File: src/chtb_pkg.sv
`default_nettype none
package chtb_pkg;

  localparam int MAX_ENTRIES  = 1024;
  localparam int BUCKETS      = 256;
  localparam int HEADER_BYTES = 1024;
  localparam int LEN_HDR      = 4;
  localparam int SLOT_DEPTH   = 2 * MAX_ENTRIES;

  localparam int EW = $clog2(MAX_ENTRIES);
  localparam int CW = EW + 1;
  localparam int SW = $clog2(SLOT_DEPTH);
  localparam int LW = SW + 1;
  localparam int BW = $clog2(BUCKETS);

  localparam logic [1:0] REQ_START  = 2'd0;
  localparam logic [1:0] REQ_ADD    = 2'd1;
  localparam logic [1:0] REQ_FINISH = 2'd2;
  localparam logic [1:0] REQ_FETCH  = 2'd3;

  localparam logic [2:0] ST_OK       = 3'd0;
  localparam logic [2:0] ST_KEY_LONG = 3'd1;
  localparam logic [2:0] ST_VAL_LONG = 3'd2;
  localparam logic [2:0] ST_POS_OVF  = 3'd3;
  localparam logic [2:0] ST_FULL     = 3'd4;
  localparam logic [2:0] ST_PHASE    = 3'd5;

  localparam logic [1:0] KIND_ACK  = 2'd0;
  localparam logic [1:0] KIND_SLOT = 2'd1;
  localparam logic [1:0] KIND_DIR  = 2'd2;
  localparam logic [1:0] KIND_DONE = 2'd3;

  localparam logic [1:0] PH_COLLECT = 2'd0;
  localparam logic [1:0] PH_READOUT = 2'd1;
  localparam logic [1:0] PH_IDLE    = 2'd2;

  localparam logic [4:0] OP_CLR       = 5'd0;
  localparam logic [4:0] OP_IDLE      = 5'd1;
  localparam logic [4:0] OP_DECODE    = 5'd2;
  localparam logic [4:0] OP_ADD_WR    = 5'd3;
  localparam logic [4:0] OP_PFX_RD    = 5'd4;
  localparam logic [4:0] OP_PFX_WR    = 5'd5;
  localparam logic [4:0] OP_GRP_RD    = 5'd6;
  localparam logic [4:0] OP_GRP_FILL  = 5'd7;
  localparam logic [4:0] OP_GRP_WR    = 5'd8;
  localparam logic [4:0] OP_BKT_RD    = 5'd9;
  localparam logic [4:0] OP_BKT_SET   = 5'd10;
  localparam logic [4:0] OP_SCLR      = 5'd11;
  localparam logic [4:0] OP_INS_GRP   = 5'd12;
  localparam logic [4:0] OP_INS_ENT   = 5'd13;
  localparam logic [4:0] OP_INS_DIVST = 5'd14;
  localparam logic [4:0] OP_INS_DIV   = 5'd15;
  localparam logic [4:0] OP_PROBE_RD  = 5'd16;
  localparam logic [4:0] OP_PROBE_CHK = 5'd17;
  localparam logic [4:0] OP_BKT_NEXT  = 5'd18;
  localparam logic [4:0] OP_RESP      = 5'd19;

  typedef struct packed {
    logic [4:0] op;
    logic       accept;
  } cmd_t;

  typedef struct packed {
    logic is_start;
    logic is_add;
    logic is_finish;
    logic err;
    logic last_sweep;
    logic grp_last;
    logic no_entries;
    logic cnt_zero;
    logic sclr_last;
    logic ins_last;
    logic div_done;
    logic slot_used;
    logic out_free;
  } sts_t;

endpackage
`default_nettype wire

File: src/chtb_ctrl.sv
`default_nettype none
module chtb_ctrl
  import chtb_pkg::*;
(
  input  wire logic clk,
  input  wire logic rst_n,
  input  wire logic in_tvalid,
  output logic      in_tready,
  input  wire sts_t sts,
  output cmd_t      cmd
);

  logic [4:0] state_r;
  logic [4:0] state_nxt;
  logic       resp_pend_r;
  logic       resp_pend_nxt;

  assign in_tready  = (state_r == OP_IDLE);
  assign cmd.op     = state_r;
  assign cmd.accept = in_tvalid && in_tready;

  always_comb begin
    state_nxt     = state_r;
    resp_pend_nxt = resp_pend_r;
    unique case (state_r)
      OP_CLR: begin
        if (sts.last_sweep) begin
          state_nxt     = resp_pend_r ? OP_RESP : OP_IDLE;
          resp_pend_nxt = 1'b0;
        end
      end
      OP_IDLE:      if (cmd.accept) state_nxt = OP_DECODE;
      OP_DECODE: begin
        if (sts.is_start) begin
          state_nxt     = OP_CLR;
          resp_pend_nxt = 1'b1;
        end else if (sts.err) begin
          state_nxt = OP_RESP;
        end else if (sts.is_add) begin
          state_nxt = OP_ADD_WR;
        end else if (sts.is_finish) begin
          state_nxt = OP_PFX_RD;
        end else begin
          state_nxt = OP_RESP;
        end
      end
      OP_ADD_WR:    state_nxt = OP_RESP;
      OP_PFX_RD:    state_nxt = OP_PFX_WR;
      OP_PFX_WR: begin
        if (sts.last_sweep) begin
          state_nxt = sts.no_entries ? OP_BKT_RD : OP_GRP_RD;
        end else begin
          state_nxt = OP_PFX_RD;
        end
      end
      OP_GRP_RD:    state_nxt = OP_GRP_FILL;
      OP_GRP_FILL:  state_nxt = OP_GRP_WR;
      OP_GRP_WR:    state_nxt = sts.grp_last ? OP_BKT_RD : OP_GRP_RD;
      OP_BKT_RD:    state_nxt = OP_BKT_SET;
      OP_BKT_SET:   state_nxt = sts.cnt_zero ? OP_BKT_NEXT : OP_SCLR;
      OP_SCLR:      if (sts.sclr_last) state_nxt = OP_INS_GRP;
      OP_INS_GRP:   state_nxt = OP_INS_ENT;
      OP_INS_ENT:   state_nxt = OP_INS_DIVST;
      OP_INS_DIVST: state_nxt = OP_INS_DIV;
      OP_INS_DIV:   if (sts.div_done) state_nxt = OP_PROBE_RD;
      OP_PROBE_RD:  state_nxt = OP_PROBE_CHK;
      OP_PROBE_CHK: begin
        if (sts.slot_used) begin
          state_nxt = OP_PROBE_RD;
        end else begin
          state_nxt = sts.ins_last ? OP_BKT_NEXT : OP_INS_GRP;
        end
      end
      OP_BKT_NEXT:  state_nxt = sts.last_sweep ? OP_RESP : OP_BKT_RD;
      OP_RESP:      if (sts.out_free) state_nxt = OP_IDLE;
      default:      state_nxt = OP_IDLE;
    endcase
  end

  always_ff @(posedge clk) begin
    if (!rst_n) begin
      state_r     <= OP_CLR;
      resp_pend_r <= 1'b0;
    end else begin
      state_r     <= state_nxt;
      resp_pend_r <= resp_pend_nxt;
    end
  end

endmodule
`default_nettype wire

File: config.mk
export PLATFORM = sky130hd
export DESIGN_NAME = chtb_ctrl
export DESIGN_NICKNAME = d
export VERILOG_FILES = /design/src/chtb_pkg.sv /design/src/chtb_ctrl.sv
export SDC_FILE = /design/constraint.sdc
export NUM_CORES = 1
export LEC_CHECK = 0
export BUFFER_PORTS_ARGS = -buffer_cell sky130_fd_sc_hd__buf_2
export CAP_MARGIN = 10
export CORE_MARGIN = 3
export CORE_UTILIZATION = 35
export DETAILED_ROUTE_END_ITERATION = 8
export PLACE_DENSITY = 0.65
export SYNTH_ARGS = -nofsm -noshare
export SYNTH_HDL_FRONTEND = slang
export SYNTH_SLANG_ARGS = --single-unit
File: constraint.sdc
create_clock -name clk -period 5.4 [get_ports clk]
set_clock_uncertainty 0.15 [all_clocks]
set_input_delay 0.81 -clock clk [delete_from_list [all_inputs] [get_ports clk]]
set_output_delay 0.81 -clock clk [all_outputs]
set_load 0.005 [all_outputs]
==> impl_results.md <==
* Status: complete, no violations
* Total power at between 300 and 400 uW
* CTS resizes at 0
* Nets@finish at 144
* Count of cell types in the netlist at 44
* H-tree Lvls at 1
* Fin crit period at ~2.9 ns
* DP Cell Count at 150
* Global-route wire length before repair at 3310 microns
* Worst stage delay on the critical path at ~0.8 ns
* Cells along the critical path: or3b_1 -> nor3_1 -> and2_1 -> buf_2
* CP top delay family: flip-flops
* Row count at 16
* Initial core utilization at 38.1%
* Post-synthesis cell count at 110
* Final setup vio count at 0
* Worst skew pair latency at 0.24 ns
* Worst VDD drop at about 0.17 mV
* Num Clock Sinks at 6
* Final Max Slew Viols at 0
* Largest family of logic cells by synthesized area: simple AND/OR/NAND/NOR gates
* Slowest CP cell: dfxtp_1
* CP endpoint kind: output pin
* Leak Pwr at 0.000350 uW
* Root Buffer Master: clkbuf_4
* Total GRT Usage at 15.4%
* Synth-to-Final Area Change at 15.0%
* Clock Pin Slew Worst Setup and Hold Paths at 0.05 ns
* GRT Residual Overflow at 0
* Final wirelength at 2040 microns
* RSZ-0062 raised after global routing: no
* Core ar. at 0.00204 sq mm
* Final setup margin at 2.51 ns
* Number of fill cells at 237
* Syn avg cell area at 7.07 sq um
* DRT Pass-1 Iters at 4
* Slew margin rel. at 47.1%
* Synth Cell Area at 778 sq um
* Worst Tran Pin Value at roughly 0.8 ns
* CTS hold repair buffers at 0
* Final hold slack at between 0.3 and 0.4 ns
* DRC viols at 0
* Fraction of registers with async set/reset at 0%
* Synth Area in Compound Gates at around a quarter
* Max-cap viol count at 0
* Most common cell after layout, fill and taps aside: buf_2
* I/O Buffers at 22
* Initial antenna violation count at 0
* Iter 0 DRT Violations at 30
* Synth Area in Simple Gates at 46.6%
* WP data required at 4.44 ns
* Syn nets at 126
* Die height at 53.2 microns
* Share of layout cells above drive strength 1 at 24.6%
* Sum of negative setup slack at 0 ns
* Most frequent cells in the layout: 22 x buf_2, 10 x nand2_1, 9 x a21oi_1
* Post-Synth XOR/XNOR Area at approximately 2.3%
* Vias at approximately 900
* Clk buf depth at 2
* CP bufs+invs at 1
* Post-CTS Setup Bufs at 0
* EDFF count, synth at 0
* Placement Setup Slack at between 2 and 3 ns
* Final cell count without fillers at 153
* Vias in the first global route at approximately 770
* DIE WIDTH at 53.2 microns
* Post-synthesis adder-cell area fraction at 0%
* Arr. time, crit path at 1.93 ns
* Final Hold Vio Count at 0
* DR WL/cell at 13.3 microns
* TritonCTS clock tree: built
* Hold Crit Class: flop to flop
* CP Max Fanout at 23
* Drt via density at approximately 5.8
* Crit Path Class: flop to output pin
* Top FF cell, synth: dfxtp_1
* F_max at 0.346 GHz
* Register area share after synthesis at between 10% and 20%
* CTS buffer count at 3
* Final Cycle Share at 53.5%
* Seq cells post-synth at 6
* Post-DP HPWL at 1500 microns
* P per Cell Area at 378 mW/mm^2
* GP Congestion at 0.828
* Final ANT Viol Nets at 0
* Largest net degree at the start of global routing at 25
* # IOs at 23
* Warnings from Yosys at 0
* Mux share of post-synthesis cell area at between 2 and 3%
* CP startpoint kind: flop
* Ant. Diodes at 0
* Die area at 0.00283 sq mm
cell families (layout without fill, tap and decap cells):
group | count (synthesis) | after routing
XOR/XNOR | 2 | 2
AO/OA/AOI/OAI | 30 | 30
buffers and inverters | 13 | 29
flip-flops | 6 | 6
AND/OR/NAND/NOR | 57 | 57
multiplexers | 2 | 2
layer usage:
metal | GRT usage [%] | wire, microns
met1 | 21.0 | 955
met3 | 2.25 | 93
met2 | 25.0 | 973
met4 | 3.83 | 14
met5 | 0 | 0
report_power, final:
group          leakage (uW)  switching, uW  internal [uW]  total (uW)
Combinational      0.000287           90.2           94.6         185
Clock             0.0000138           16.3           25.1        41.4
Sequential        0.0000491           55.7           56.1         112
stage by stage:
stage                     instance area, sq um  utilization (%)
after global placement                     872             42.7
after CTS                                  895             43.8
final                                      895             43.8
after detailed placement                   872             42.7
after floorplan                            778                -
after global routing                       895             43.8
final timing paths:
check	start	end	slack, ns	cells after the start
worst max-delay path	state_r[0]$_SDFFE_PN0P_	cmd[0]	2.51	4
worst min register to register	resp_pend_r$_SDFFE_PN0P_	resp_pend_r$_SDFFE_PN0P_	0.38	2
worst max register to register	state_r[0]$_SDFFE_PN0P_	state_r[1]$_SDFFE_PN0P_	3.03	5
worst min-delay path	resp_pend_r$_SDFFE_PN0P_	resp_pend_r$_SDFFE_PN0P_	0.38	2
layout make-up:
cell class	count	area (sq um)	area share [%]
Multi-Input combinational cell	91	593	66.3
Clock buffer	3	22.5	2.52
Timing Repair Buffer	22	110	12.3
Tap cell	27	33.8	3.78
Inverter	4	15.0	1.68
Sequential cell	6	120	13.4
sequential cells by signal (all words and copies together), names as in the netlist:
| signal | count |
|---|---|
| resp_pend_r | 1 |
| state_r | 5 |
cells in the mapped netlist (3+ instances only):
cell      number  area share, %
dfxtp_1        6             15
nor2_1         8            3.9
nor2b_1        4            3.2
nand3_1        5            3.2
inv_1          4            1.9
nor4_1         3            2.4
nor3_1         3            1.9
buf_2          4            2.6
o21ai_0        6            3.9
nor3b_1        7            6.8
nand2_1       10            4.8
clkbuf_1       3            1.4
a21oi_1        9            5.8
tightest hold or removal path: stages (launching register included):
cell	delay, ns
dfxtp_1	0.34
a22oi_1	0.07
nor2_1	0.08
Power figures use the tool's default switching activity.
